**src/design/flwm_pkg.sv**
```systemverilog
// ----------------------------------------------------------------------------
// flwm_pkg
// shared types and constants of the free level window monitor
// ----------------------------------------------------------------------------
package flwm_pkg;

  localparam int REG_IDX_W  = 2;
  localparam int NUM_W      = 80;
  localparam int DEN_W      = 52;
  localparam int QUO_W      = 32;
  localparam int CFG_IDX_W  = 3;
  localparam int CFG_DATA_W = 32;

  localparam logic [19:0] US_PER_SEC = 20'd1000000;

  localparam logic [1:0] LVL_NORMAL = 2'd0;
  localparam logic [1:0] LVL_WARN   = 2'd1;
  localparam logic [1:0] LVL_CRIT   = 2'd2;

  localparam logic [CFG_IDX_W-1:0] CFG_INT_WARN = 3'd0;
  localparam logic [CFG_IDX_W-1:0] CFG_INT_CRIT = 3'd1;
  localparam logic [CFG_IDX_W-1:0] CFG_EXT_WARN = 3'd2;
  localparam logic [CFG_IDX_W-1:0] CFG_EXT_CRIT = 3'd3;
  localparam logic [CFG_IDX_W-1:0] CFG_HYST     = 3'd4;
  localparam logic [CFG_IDX_W-1:0] CFG_WIN_LEN  = 3'd5;
  localparam logic [CFG_IDX_W-1:0] CFG_HIST_LEN = 3'd6;
  localparam logic [CFG_IDX_W-1:0] CFG_FRAG_EN  = 3'd7;

  typedef struct packed {
    logic                 region_sel;
    logic [REG_IDX_W-1:0] reg_idx;
    logic [31:0]          free_bytes;
    logic [31:0]          largest_block;
    logic [47:0]          time_us;
    logic [31:0]          warn_thr;
    logic [31:0]          crit_thr;
  } item_t;

  typedef struct packed {
    logic             start;
    logic [NUM_W-1:0] num;
    logic [DEN_W-1:0] den;
  } div_req_t;

  typedef struct packed {
    logic             busy;
    logic             done;
    logic [QUO_W-1:0] quo;
  } div_rsp_t;

  typedef enum logic [3:0] {
    S_IDLE,
    S_FRAG,
    S_WALK,
    S_MEAN,
    S_FMEAN,
    S_RATE,
    S_SLOPE,
    S_PROJ_LO,
    S_PROJ_HI,
    S_PROJ_DIV,
    S_WAIT,
    S_STORE,
    S_DONE
  } state_t;

  typedef enum logic [2:0] {
    OP_FRAG,
    OP_MEAN,
    OP_FMEAN,
    OP_SLOPE,
    OP_WARN,
    OP_CRIT
  } op_t;

endpackage

```
**src/design/flwm_fifo.sv**
```systemverilog
// ----------------------------------------------------------------------------
// flwm_fifo
// two-entry item queue between front and back
// ----------------------------------------------------------------------------
module flwm_fifo (
  input  logic            clk,
  input  logic            rst_n,
  input  logic            push,
  input  flwm_pkg::item_t item_in,
  output logic            full,
  output logic            valid,
  output flwm_pkg::item_t item_out,
  input  logic            pop
);

  flwm_pkg::item_t mem_r [2];
  logic            wr_ptr_r, wr_ptr_nxt;
  logic            rd_ptr_r, rd_ptr_nxt;
  logic [1:0]      cnt_r, cnt_nxt;

  assign full     = (cnt_r == 2'd2);
  assign valid    = (cnt_r != 2'd0);
  assign item_out = mem_r[rd_ptr_r];

  always_comb begin
    wr_ptr_nxt = push ? !wr_ptr_r : wr_ptr_r;
    rd_ptr_nxt = pop ? !rd_ptr_r : rd_ptr_r;
    cnt_nxt    = cnt_r + 2'(push) - 2'(pop);
  end

  always_ff @(posedge clk) begin
    if (!rst_n) begin
      wr_ptr_r <= 1'b0;
      rd_ptr_r <= 1'b0;
      cnt_r    <= 2'd0;
    end else begin
      wr_ptr_r <= wr_ptr_nxt;
      rd_ptr_r <= rd_ptr_nxt;
      cnt_r    <= cnt_nxt;
    end
  end

  always_ff @(posedge clk) begin
    if (push) begin
      mem_r[wr_ptr_r] <= item_in;
    end
  end

endmodule

```
**config.mk**
```make
export PLATFORM = sky130hd
export DESIGN_NAME = flwm_fifo
export DESIGN_NICKNAME = d
export VERILOG_FILES = /design/src/design/flwm_pkg.sv /design/src/design/flwm_fifo.sv
export SDC_FILE = /design/constraint.sdc
export NUM_CORES = 1
export LEC_CHECK = 0
export BUFFER_PORTS_ARGS = -buffer_cell sky130_fd_sc_hd__clkbuf_2
export CAP_MARGIN = 20
export CORE_UTILIZATION = 40
export DETAILED_ROUTE_END_ITERATION = 10
export PLACE_DENSITY = 0.67
export SYNTH_ARGS = -nofsm -noshare
export SYNTH_HDL_FRONTEND = slang
export SYNTH_SLANG_ARGS = --single-unit
```
**constraint.sdc**
```tcl
create_clock -name clk -period 11.3 [get_ports clk]
set_clock_uncertainty 0.05 [all_clocks]
set_input_delay 1.695 -clock clk [delete_from_list [all_inputs] [get_ports clk]]
set_output_delay 1.695 -clock clk [all_outputs]
set_load 0.03 [all_outputs]
```
==> results.sh <==
export IMPL_start_kind="flip-flop"
export IMPL_end_kind="primary output"
export IMPL_final_max_slew_viol_count=0
export IMPL_place_congestion=0.7356
export IMPL_fin_util_pct=51.33
export IMPL_min_path_type="flip-flop to flip-flop"
export IMPL_synth_ff_type="edfxtp_1"
export IMPL_ys_ff_latch=363
export IMPL_ctsHoldBuffers=0
export IMPL_drtPass1Iterations=4
export IMPL_clock_path_buffers=3
export IMPL_die_h_um=186.1
export IMPL_crit_fanout=55
export IMPL_synth_edf_count=358
export IMPL_ioPinCount=364
export IMPL_h_tree_depth=2
export IMPL_yosysUniqueCellTypes=14
export IMPL_routedWlPerCell_um=18.02
export IMPL_rsz0062_at_grt="no"
export IMPL_top_layer="met5"
export IMPL_setup_tns_ns=0
export IMPL_dieArea_um2=34630
export IMPL_routed_wl_mm=26.13
export IMPL_start_util_pct=40.53
export IMPL_cts_made_buffers=40
export IMPL_vias=6713
export IMPL_synthCells=578
export IMPL_yosys_area_top_type="edfxtp_1"
export IMPL_critPathRequiredTime_ns=9.56
export IMPL_max_freq_ghz=0.2249
export IMPL_tightest_slew_ns=1.032
export IMPL_cp_cell_sequence="buf_4 -> mux2_2 -> clkbuf_2"
export IMPL_clk_pin_slew_ns=0.05
export IMPL_powerDensity_nw_per_um2=192.6
export IMPL_ant_nets=0
export IMPL_yosys_warnings=0
export IMPL_route_met2_wl_mm=12.94
export IMPL_drive_above_1_share_pct=60.84
export IMPL_setup_viol=0
export IMPL_syn_nets=763
export IMPL_cts_tree="done"
export IMPL_yosysMostFrequentCell="edfxtp_1"
export IMPL_fin_nets=1156
export IMPL_syn2layout_area_growth_pct=26.65
export IMPL_post_cts_resized=0
export IMPL_ys_seq_area_share_pct=80.04
export IMPL_avgSynthCellArea_um2=23.45
export IMPL_async_flop_share_pct=0
export IMPL_p_leak_uw=0.006716
export IMPL_num_rows=67
export IMPL_post_route_min_period_ns=4.446
export IMPL_antenna_found_initial=1
export IMPL_postCtsSetupRepairBufs=0
export IMPL_max_stage_delay_ns=0.83
export IMPL_gr_total_overflow=0
export IMPL_grt_first_pass_wirelength_mm=36.98
export IMPL_grt_pass1_vias=6669
export IMPL_synth_common_cells="edfxtp_1 (358), mux2_4 (100), mux2_2 (79)"
export IMPL_cp_slowest_cell="buf_4"
export IMPL_core_area_um2=33450
export IMPL_wl_met3_mm=2.258
export IMPL_slew_headroom_pct=31.21
export IMPL_clkLatencyLatePin_ns=0.50
export IMPL_drc=0
export IMPL_via_per_inst=4.630
export IMPL_hpwl_mm=17.39
export IMPL_dr_first_iter_drc_count=370
export IMPL_vdd_ir_drop_max_mv=0.1811
export IMPL_grt_max_degree=75
export IMPL_finalHoldViolations=0
export IMPL_port_buffers=363
export IMPL_synth_top_cell_area_share_pct=79.30
export IMPL_worstSetupPathType="flip-flop to primary output"
export IMPL_met1_length_mm=10.39
export IMPL_cts_sinks=363
export IMPL_worstPathArrival_ns=2.70
export IMPL_status="finished, final reports clean"
export IMPL_syn_area_um2=13560
export IMPL_grtUsageTotal_pct=14.22
export IMPL_die_w_um=186.1
export IMPL_root_buffer="clkbuf_16"
export IMPL_synth_area_leaders="edfxtp_1 (79%), mux2_4 (11%), mux2_2 (6.6%)"
export IMPL_drv_cap=0
export IMPL_fin_crit_sh_pct=39.35
## placed cells by master, fill, tap and decap left out, drive strengths merged, types with 2 or more instances in the layout
master and n:
and2 4, buf 8, bufinv 6, clkbuf 409, clkinv 17, clkinvlp 2
dfxtp 5, edfxtp 358, ha 2, inv 3, mux2 179, nor2b 4
## through the flow
step	std cells	power, uW	hold slack (ns)	area [um2]	setup slack, ns
after floorplan	578	1927	0.5046	13560	1.056
after global placement	1376	2038	0.5072	15810	6.798
after detailed placement	1377	2046	0.5190	15840	7.239
after CTS	1449	3350	0.5256	17170	6.788
after global routing	1449	3420	0.5678	17170	6.712
final	1450	3307	0.5210	17170	6.854
## report_power, final
part	switching (uW)	total, uW	internal, uW	leakage [uW]
Sequential	21.3	1580	1560	0.00340
Clock	497	1300	799	0.000640
Combinational	265	430	165	0.00267
Total	784	3310	2520	0.00672
## worst paths after layout
check / endpoint / slack [ns] / from / depth (start not counted)
setup reg to reg: mem_r[1][134]$_DFFE_PP_ / 8.81 / wr_ptr_r$_SDFFE_PN0P_ / 2
hold reg to reg: flip-flop / 0.52 / rd_ptr_r$_SDFFE_PN0P_ / 2
setup / recovery: item_out[175] / 6.85 / flip-flop / 3
hold / removal: flip-flop / 0.52 / rd_ptr_r$_SDFFE_PN0P_ / 2
## metal layers
metal | global-route usage, % | vias up
met1 | 16.89 | 3296
met3 | 4.852 | 43
li1 | - | 3105
met4 | 4.754 | 2
met5 | 0 | -
met2 | 24.04 | 267
## cell families after synthesis
logic type                 synth area share [%]
AOI/OAI and AO/OA                       0.05540
xor gates and xnor gates                 0.2307
adders and majority gates                0.1846
buffers and inverters                     1.440
DFF                                       80.04
muxes                                     17.64
and+or+nand+nor                          0.4153
## critical path, delay by kind of cell, from the launching register on
family,cells,cell delay [ns]
buffers and inverters,2,1.01
muxes,1,0.42
DFF,1,0.68
## state kept, by name, summed over array words and instances, names as in the netlist, named ones only
signal / flops
wr_ptr_r: 1
cnt_r: 2
rd_ptr_r: 1
mem_r: 358
## final cells by class
class | count | area (um2)
repair buffers | 371 | 1897
clock buffers | 46 | 1045
flip-flops and latches | 363 | 10850
fillers | 2757 | 16280
well taps | 448 | 560.5
inverters | 2 | 7.507
clock inverters | 26 | 281.5
diodes | 1 | 2.502
multi-input cells | 193 | 2521
Power figures use the tool's default switching activity.
