==> config.mk <==
export PLATFORM = sky130hd
export DESIGN_NAME = flwm_front_flat
export DESIGN_NICKNAME = d
export VERILOG_FILES = /design/src/design/flwm_pkg.sv /design/src/design/flwm_if.sv /design/src/design/flwm_front.sv /design/src/flat_wrapper.sv
export SDC_FILE = /design/constraint.sdc
export NUM_CORES = 1
export LEC_CHECK = 0
export BUFFER_PORTS_ARGS = -buffer_cell sky130_fd_sc_hd__buf_2
export CORE_AREA = 2 2 167 169
export DETAILED_ROUTE_END_ITERATION = 6
export DIE_AREA = 0 0 169 171
export GPL_TIMING_DRIVEN = 1
export PLACE_DENSITY = 0.37
export SLEW_MARGIN = 40
export SYNTH_ARGS = -nofsm -noshare
export SYNTH_HDL_FRONTEND = slang
export SYNTH_SLANG_ARGS = --single-unit
==> constraint.sdc <==
create_clock -name vclk -period 1.75
set_input_delay 0.35 -clock vclk [all_inputs]
set_output_delay 0.35 -clock vclk [all_outputs]
set_load 0.005 [all_outputs]
==> src/design/flwm_pkg.sv <==
// ----------------------------------------------------------------------------
// flwm_pkg
// shared types and constants of the free level window monitor
// ----------------------------------------------------------------------------
package flwm_pkg;

  localparam int REG_IDX_W  = 2;
  localparam int NUM_W      = 80;
  localparam int DEN_W      = 52;
  localparam int QUO_W      = 32;
  localparam int CFG_IDX_W  = 3;
  localparam int CFG_DATA_W = 32;

  localparam logic [19:0] US_PER_SEC = 20'd1000000;

  localparam logic [1:0] LVL_NORMAL = 2'd0;
  localparam logic [1:0] LVL_WARN   = 2'd1;
  localparam logic [1:0] LVL_CRIT   = 2'd2;

  localparam logic [CFG_IDX_W-1:0] CFG_INT_WARN = 3'd0;
  localparam logic [CFG_IDX_W-1:0] CFG_INT_CRIT = 3'd1;
  localparam logic [CFG_IDX_W-1:0] CFG_EXT_WARN = 3'd2;
  localparam logic [CFG_IDX_W-1:0] CFG_EXT_CRIT = 3'd3;
  localparam logic [CFG_IDX_W-1:0] CFG_HYST     = 3'd4;
  localparam logic [CFG_IDX_W-1:0] CFG_WIN_LEN  = 3'd5;
  localparam logic [CFG_IDX_W-1:0] CFG_HIST_LEN = 3'd6;
  localparam logic [CFG_IDX_W-1:0] CFG_FRAG_EN  = 3'd7;

  typedef struct packed {
    logic                 region_sel;
    logic [REG_IDX_W-1:0] reg_idx;
    logic [31:0]          free_bytes;
    logic [31:0]          largest_block;
    logic [47:0]          time_us;
    logic [31:0]          warn_thr;
    logic [31:0]          crit_thr;
  } item_t;

  typedef struct packed {
    logic             start;
    logic [NUM_W-1:0] num;
    logic [DEN_W-1:0] den;
  } div_req_t;

  typedef struct packed {
    logic             busy;
    logic             done;
    logic [QUO_W-1:0] quo;
  } div_rsp_t;

  typedef enum logic [3:0] {
    S_IDLE,
    S_FRAG,
    S_WALK,
    S_MEAN,
    S_FMEAN,
    S_RATE,
    S_SLOPE,
    S_PROJ_LO,
    S_PROJ_HI,
    S_PROJ_DIV,
    S_WAIT,
    S_STORE,
    S_DONE
  } state_t;

  typedef enum logic [2:0] {
    OP_FRAG,
    OP_MEAN,
    OP_FMEAN,
    OP_SLOPE,
    OP_WARN,
    OP_CRIT
  } op_t;

endpackage

==> src/design/flwm_if.sv <==
// ----------------------------------------------------------------------------
// flwm_if
// sample and result channels of the free level window monitor
// ----------------------------------------------------------------------------
interface flwm_in_if;
  logic        valid;
  logic        ready;
  logic        region_sel;
  logic [31:0] free_bytes;
  logic [31:0] largest_block;
  logic [47:0] time_us;

  modport source (output valid, region_sel, free_bytes, largest_block, time_us,
                  input ready);
  modport sink (input valid, region_sel, free_bytes, largest_block, time_us,
                output ready);
endinterface


==> src/design/flwm_front.sv <==
// ----------------------------------------------------------------------------
// flwm_front
// accepts samples, maps the region to its storage and picks its thresholds
// ----------------------------------------------------------------------------
module flwm_front #(
  parameter int REGION_COUNT = 2
) (
  flwm_in_if.sink          in_ch,
  input  logic             fifo_full,
  input  logic [31:0]      int_warn,
  input  logic [31:0]      int_crit,
  input  logic [31:0]      ext_warn,
  input  logic [31:0]      ext_crit,
  output logic             push,
  output flwm_pkg::item_t  item
);

  assign in_ch.ready = !fifo_full;
  assign push        = in_ch.valid && !fifo_full;

  always_comb begin
    item.region_sel    = in_ch.region_sel;
    item.reg_idx       = (REGION_COUNT > 1) ? {1'b0, in_ch.region_sel} : '0;
    item.free_bytes    = in_ch.free_bytes;
    item.largest_block = in_ch.largest_block;
    item.time_us       = in_ch.time_us;
    item.warn_thr      = in_ch.region_sel ? ext_warn : int_warn;
    item.crit_thr      = in_ch.region_sel ? ext_crit : int_crit;
  end

endmodule

==> src/flat_wrapper.sv <==
// flat-port wrapper written by rule: the top's interface ports become plain ports
module flwm_front_flat 
#(
  parameter int REGION_COUNT = 2
)
  (fifo_full, int_warn, int_crit, ext_warn, ext_crit, push, item, in_ch_valid, in_ch_region_sel, in_ch_free_bytes, in_ch_largest_block, in_ch_time_us, in_ch_ready);
  flwm_in_if in_ch_i ();
  input  logic fifo_full;
  input  logic [31:0] int_warn;
  input  logic [31:0] int_crit;
  input  logic [31:0] ext_warn;
  input  logic [31:0] ext_crit;
  output logic push;
  output flwm_pkg::item_t item;
  input wire logic [$bits(in_ch_i.valid)-1:0] in_ch_valid;
  input wire logic [$bits(in_ch_i.region_sel)-1:0] in_ch_region_sel;
  input wire logic [$bits(in_ch_i.free_bytes)-1:0] in_ch_free_bytes;
  input wire logic [$bits(in_ch_i.largest_block)-1:0] in_ch_largest_block;
  input wire logic [$bits(in_ch_i.time_us)-1:0] in_ch_time_us;
  output wire logic [$bits(in_ch_i.ready)-1:0] in_ch_ready;
  assign in_ch_i.valid = in_ch_valid;
  assign in_ch_i.region_sel = in_ch_region_sel;
  assign in_ch_i.free_bytes = in_ch_free_bytes;
  assign in_ch_i.largest_block = in_ch_largest_block;
  assign in_ch_i.time_us = in_ch_time_us;
  assign in_ch_ready = in_ch_i.ready;
  flwm_front #(.REGION_COUNT(REGION_COUNT)) u_core (.in_ch(in_ch_i), .fifo_full(fifo_full), .int_warn(int_warn), .int_crit(int_crit), .ext_warn(ext_warn), .ext_crit(ext_crit), .push(push), .item(item));
endmodule
==> results of run 1 <==
## logic make-up (layout without fill, tap and decap cells)
family                 after synthesis  in the layout
buffers and inverters              123            204
muxes                               64             64
other                                1              2
and+or+nand+nor                      1              1
## power by group through the flow
stage / combinational (uW) / sequential [uW] / clock (uW)
2_1_floorplan: 493 / 0 / 0
3_3_place_gp: 560 / 0 / 0
3_5_place_dp: 557 / 0 / 0
4_1_cts: 559 / 0 / 0
5_1_grt: 588 / 0 / 0.0000776
6_report: 550 / 0 / 0.0000791
## worst max-delay path, cell delays in order
cell	delay [ns]
buf_4	0.13
buf_12	0.23
mux2_4	0.32
buf_2	0.13
## through the flow
step	hold WS, ns	cells	total power, uW	util (%)
after floorplan	0.727	189	493	-
after global placement	0.700	616	560	8.95
after detailed placement	0.700	616	557	8.95
after CTS	0.700	616	559	8.95
after global routing	0.700	617	588	8.96
final	0.700	617	550	8.96
## layout make-up
class	count	area [um2]
Fill cell	3206	24900
Timing Repair Buffer	203	1050
Antenna cell	1	2.50
Inverter	1	3.75
Multi-Input combinational cell	66	956
Tap cell	346	433
## metal layers
layer	up-vias	GRT usage (%)
met3	36	0.786
met4	0	3.98
met2	186	7.75
met1	646	2.60
li1	669	-
met5	-	0
## cells in the final DEF, fill, tap and decap left out, drive strengths merged
| cell type | instances |
|---|---|
| nor2b | 1 |
| buf | 203 |
| mux2 | 64 |
| conb | 1 |
| inv | 1 |
| diode | 1 |
## worst min-delay path by stage
stage | startpoint | slack [ns] | endpoint | cells past startpoint
detailed placement | in_ch_time_us[36] | 0.70 | item[100] | 0
CTS | in_ch_time_us[36] | 0.70 | item[100] | 0
global route | in_ch_free_bytes[2] | 0.70 | item[146] | 0
floorplan | fifo_full | 0.73 | in_ch_ready | 1
finish | in_ch_time_us[38] | 0.70 | item[102] | 0
global placement | in_ch_time_us[36] | 0.70 | item[100] | 0
==> run_summary.xml, run 1 <==
<?xml version="1.0" encoding="UTF-8"?>
<metrics>
  <group name="drt">
    <metric name="wl_met1" unit="um">1800</metric>
    <metric name="route.detailed.wl_per_inst" unit="um">10.8</metric>
    <metric name="vias" unit="">1537</metric>
    <metric name="post_drt_via_cell_ratio" unit="">2.49</metric>
    <metric name="dr.max_layer_used" unit="">met4</metric>
    <metric name="remaining_drc_errors" unit="">0</metric>
    <metric name="wirelength" unit="um">6680</metric>
    <metric name="detailroute.wirelength.met2" unit="um">3700</metric>
    <metric name="drt_first_iter_violations" unit="">19</metric>
    <metric name="route.met3.wl" unit="um">756</metric>
    <metric name="antenna_left" unit="">0</metric>
    <metric name="first_pass_iteration_count_of_the_detailed_router" unit="">4</metric>
  </group>
  <group name="place">
    <metric name="preCtsSetupSlack" unit="ns">0.194</metric>
    <metric name="globalplace.congestion" unit="">0.789</metric>
    <metric name="detailed_place_hpwl" unit="um">6210</metric>
    <metric name="post_dp_cell_area" unit="mm2">0.00245</metric>
    <metric name="portBuffers" unit="">199</metric>
  </group>
  <group name="floorplanning">
    <metric name="die_area" unit="mm2">0.0289</metric>
    <metric name="start_util" unit="%">7.15</metric>
    <metric name="die_w" unit="um">169</metric>
    <metric name="die-height" unit="um">171</metric>
    <metric name="coreArea" unit="mm2">0.0273</metric>
    <metric name="rows" unit="">61</metric>
    <metric name="io_pins" unit="">424</metric>
  </group>
  <group name="critical_path">
    <metric name="crit_path_end_kind" unit="">primary output</metric>
    <metric name="critical_path.max_fanout" unit="">28</metric>
    <metric name="endpoint_of_the_worst_setup_timing_path" unit="">item[23]</metric>
    <metric name="cp_data_arrival_time" unit="ns">1.19</metric>
    <metric name="crit_path_start_kind" unit="">input port</metric>
    <metric name="crit_type" unit="">in2out</metric>
    <metric name="worst_setup_path_startpoint" unit="">in_ch_region_sel</metric>
    <metric name="required" unit="ns">1.40</metric>
  </group>
  <group name="clock_tree">
    <metric name="post_cts_hold_buffers" unit="">0</metric>
    <metric name="post-cts-setup-buffer-count" unit="">0</metric>
    <metric name="cts-resized-gates" unit="">0</metric>
  </group>
  <group name="synthesis">
    <metric name="synthesis.yosys.warnings" unit="">0</metric>
    <metric name="syn-num-nets" unit="">432</metric>
    <metric name="synth-adder-area-share" unit="%">0</metric>
    <metric name="ys_seq_area_share" unit="%">0</metric>
    <metric name="yosysMostFrequentCell" unit="">buf_4</metric>
    <metric name="synthXorXnorAreaFrac" unit="%">0</metric>
    <metric name="post_synth_main_area_contributors" unit="">mux2_4 (46%), buf_4 (44%), buf_12 (6.1%), mux2_2 (2.3%), buf_6 (0.58%)</metric>
    <metric name="synth.top_cell.area_share" unit="%">46.1</metric>
    <metric name="yosys.area.top_type" unit="">mux2_4</metric>
    <metric name="synth_top_family_by_area" unit="">buffers and inverters</metric>
    <metric name="yosysUniqueCellTypes" unit="">8</metric>
    <metric name="post_synth.cell_area_avg" unit="um2">10.3</metric>
    <metric name="cell_area_after_technology_mapping" unit="mm2">0.00195</metric>
    <metric name="synth_simple_gate_area_share" unit="%">0.320</metric>
    <metric name="yosys-mux-area-fraction" unit="%">48.4</metric>
    <metric name="synth_compound_area_share" unit="%">0</metric>
    <metric name="synthTopCellsByCount" unit="">buf_4 (115), mux2_4 (60), buf_12 (6)</metric>
    <metric name="postSynthCellCount" unit="">189</metric>
  </group>
  <group name="power">
    <metric name="comb_power_share" unit="%">100.0</metric>
    <metric name="internal-power" unit="uW">359</metric>
    <metric name="power.net_switching" unit="uW">191</metric>
    <metric name="sequentialPowerShare" unit="%">0</metric>
    <metric name="vdd_ir_drop_max" unit="mV">0.102</metric>
    <metric name="power_frac_clock" unit="%">0</metric>
    <metric name="switching_share" unit="%">34.7</metric>
    <metric name="cellPowerDensity" unit="mW/mm2">224</metric>
    <metric name="cellLeakagePower" unit="uW">0.00133</metric>
  </group>
  <group name="sta">
    <metric name="tns" unit="ns">0</metric>
    <metric name="timing.final.crit_share" unit="%">88.0</metric>
    <metric name="finalSetupViolCount" unit="">0</metric>
    <metric name="final_hold_viol_count" unit="">0</metric>
    <metric name="max_freq" unit="MHz">649</metric>
    <metric name="setup_repair_after_global_routing_missed_its_margin" unit="">no</metric>
    <metric name="final_critical_path_setup_slack" unit="ns">0.210</metric>
    <metric name="layout_min_cycle_time" unit="ns">1.54</metric>
    <metric name="drv_slew" unit="">0</metric>
  </group>
  <group name="run_status">
    <metric name="outcome" unit="">finished, final reports clean</metric>
  </group>
  <group name="global_route">
    <metric name="grt_first_pass_wirelength" unit="um">8070</metric>
    <metric name="gr_usage_total" unit="%">3.74</metric>
    <metric name="first_global_vias" unit="">1553</metric>
    <metric name="globalRouteOverflowTotal" unit="">0</metric>
    <metric name="initial_antenna_violation_count" unit="">1</metric>
    <metric name="grt_start_max_net_pins" unit="">29</metric>
  </group>
  <group name="finish">
    <metric name="stdcell_area" unit="mm2">0.00245</metric>
    <metric name="clockBufferCount" unit="">0</metric>
    <metric name="sequential_cell_total" unit="">0</metric>
    <metric name="layout.nets" unit="">515</metric>
    <metric name="layout-area-overhead-vs-synth" unit="%">25.3</metric>
    <metric name="sequential_cell_area" unit="um2">0</metric>
    <metric name="final_layout_size_suffix_gt1_share" unit="%">98.9</metric>
  </group>
  <group name="job">
    <metric name="max_cap_violations" unit="">0</metric>
  </group>
  <group name="min_path">
    <metric name="min_path_type" unit="">in2out</metric>
  </group>
</metrics>
(Power assumes the default switching activity.)
==> run 2: changes to the inputs <==
==> constraint.sdc (replaced) <==
create_clock -name vclk -period 1.75
set_input_delay 0.2625 -clock vclk [all_inputs]
set_output_delay 0.2625 -clock vclk [all_outputs]
set_load 0.005 [all_outputs]
==> run 2 against run 1 <==
Wire length barely moved. Core utilization is essentially flat. Die area is the same. Count of clock-buffer cells in the layout did not move. Non-clock buffer count down 1. Power down 0.56%. Via count fell by 0.52%. Maximum frequency is 4.6% higher. First-iteration DRC count rose by 42%. Sequential share of layout area unchanged. Sequential cell count stayed put. Critical endpoint is now item[22].
==> run_summary.xml, run 2 (synthesis gave the netlist of run 1 again) <==
<?xml version="1.0" encoding="UTF-8"?>
<metrics>
  <group name="drt">
    <metric name="route.detailed.wl_per_inst" unit="um">10.9</metric>
    <metric name="post_drt_via_cell_ratio" unit="">2.48</metric>
    <metric name="drt_first_iter_violations" unit="">27</metric>
    <metric name="remaining_drc_errors" unit="">0</metric>
    <metric name="wirelength" unit="um">6690</metric>
    <metric name="first_pass_iteration_count_of_the_detailed_router" unit="">3</metric>
    <metric name="vias" unit="">1529</metric>
    <metric name="antenna_left" unit="">0</metric>
  </group>
  <group name="floorplanning">
    <metric name="die-height" unit="um">171</metric>
    <metric name="die_area" unit="mm2">0.0289</metric>
    <metric name="rows" unit="">61</metric>
    <metric name="io_pins" unit="">424</metric>
    <metric name="start_util" unit="%">7.15</metric>
    <metric name="die_w" unit="um">169</metric>
    <metric name="coreArea" unit="mm2">0.0273</metric>
  </group>
  <group name="finish">
    <metric name="stdcell_area" unit="mm2">0.00244</metric>
    <metric name="sequential_cell_total" unit="">0</metric>
    <metric name="layout.nets" unit="">514</metric>
    <metric name="layout-area-overhead-vs-synth" unit="%">24.9</metric>
    <metric name="clockBufferCount" unit="">0</metric>
    <metric name="layout_commonest_cell" unit="">buf_2</metric>
    <metric name="final-instance-count-excl-fill" unit="">616</metric>
    <metric name="layout.cells.most_common_list" unit="">buf_2 (198), mux2_4 (60), mux2_2 (4), buf_4 (2), buf_12 (2)</metric>
    <metric name="final_layout_size_suffix_gt1_share" unit="%">98.9</metric>
    <metric name="sequential_cell_area" unit="um2">0</metric>
  </group>
  <group name="power">
    <metric name="cellPowerDensity" unit="mW/mm2">224</metric>
    <metric name="total_power" unit="uW">547</metric>
    <metric name="cellLeakagePower" unit="uW">0.00133</metric>
    <metric name="vdd_ir_drop_max" unit="mV">0.121</metric>
    <metric name="internal-power" unit="uW">357</metric>
    <metric name="power.net_switching" unit="uW">189</metric>
    <metric name="power_frac_clock" unit="%">0</metric>
    <metric name="switching_share" unit="%">34.6</metric>
    <metric name="sequentialPowerShare" unit="%">0</metric>
    <metric name="comb_power_share" unit="%">100.0</metric>
  </group>
  <group name="sta">
    <metric name="max_freq" unit="MHz">679</metric>
    <metric name="layout_min_cycle_time" unit="ns">1.47</metric>
    <metric name="final_critical_path_setup_slack" unit="ns">0.278</metric>
    <metric name="drv_slew" unit="">0</metric>
    <metric name="final_hold_viol_count" unit="">0</metric>
    <metric name="finalSetupViolCount" unit="">0</metric>
    <metric name="setup_repair_after_global_routing_missed_its_margin" unit="">no</metric>
    <metric name="timing.final.crit_share" unit="%">84.1</metric>
    <metric name="tns" unit="ns">0</metric>
  </group>
  <group name="critical_path">
    <metric name="crit_path_start_kind" unit="">input port</metric>
    <metric name="crit_path_end_kind" unit="">primary output</metric>
    <metric name="required" unit="ns">1.49</metric>
    <metric name="critical_path.max_fanout" unit="">28</metric>
    <metric name="cp_data_arrival_time" unit="ns">1.21</metric>
    <metric name="crit_type" unit="">in2out</metric>
  </group>
  <group name="place">
    <metric name="placed_cells_incl_taps" unit="">615</metric>
    <metric name="globalplace.congestion" unit="">0.785</metric>
    <metric name="portBuffers" unit="">199</metric>
    <metric name="preCtsSetupSlack" unit="ns">0.275</metric>
    <metric name="post_dp_cell_area" unit="mm2">0.00244</metric>
    <metric name="detailed_place_hpwl" unit="um">6220</metric>
  </group>
  <group name="global_route">
    <metric name="grt_first_pass_wirelength" unit="um">8290</metric>
    <metric name="first_global_vias" unit="">1547</metric>
    <metric name="gr_usage_total" unit="%">3.81</metric>
    <metric name="globalRouteOverflowTotal" unit="">0</metric>
    <metric name="grt_start_max_net_pins" unit="">29</metric>
    <metric name="initial_antenna_violation_count" unit="">1</metric>
  </group>
  <group name="run_status">
    <metric name="outcome" unit="">finished, final reports clean</metric>
  </group>
  <group name="job">
    <metric name="max_cap_violations" unit="">0</metric>
  </group>
  <group name="clock_tree">
    <metric name="post_cts_hold_buffers" unit="">0</metric>
    <metric name="post-cts-setup-buffer-count" unit="">0</metric>
    <metric name="cts-resized-gates" unit="">0</metric>
  </group>
  <group name="min_path">
    <metric name="min_path_type" unit="">in2out</metric>
  </group>
</metrics>
## run 2: cell types whose count changed in the layout (fill, tap and decap cells not counted)
cell and change:
buf_4 -1
## run 2: layout make-up
type                            count  area [um2]
Antenna cell                        1        2.50
Fill cell                        3200       24900
Inverter                            1        3.75
Multi-Input combinational cell     66         956
Tap cell                          346         433
Timing Repair Buffer              202        1050
## run 2: routing by layer
metal,track usage [%],vias up,part of all wire [%]
met5,0,-,0
met4,3.60,0,8.9
li1,-,667,-
met3,0.833,40,12
met2,7.89,186,53
met1,2.81,636,26
## run 2: power by group through the flow
| stage | Combinational, uW | Sequential, uW | Clock (uW) |
|---|---|---|---|
| after global placement | 558 | 0 | 0 |
| after floorplan | 493 | 0 | 0 |
| after CTS | 558 | 0 | 0 |
| final | 547 | 0 | 0.0000767 |
| after global routing | 588 | 0 | 0.0000765 |
| after detailed placement | 556 | 0 | 0 |
## run 2: final timing paths
kind	from	end	cells past startpoint
hold / removal	in_ch_time_us[38]	item[102]	0
setup / recovery	in_ch_region_sel	item[22]	4
## run 2: stage by stage
step | hold WS, ns | util (%)
floorplan | 0.552 | -
global placement | 0.525 | 8.92
detailed placement | 0.525 | 8.92
CTS | 0.525 | 8.92
global route | 0.525 | 8.93
finish | 0.525 | 8.93
## run 2: critical path, stage by stage
cell and delay (ns):
buf_4 0.20, buf_12 0.25, mux2_4 0.33, buf_2 0.13
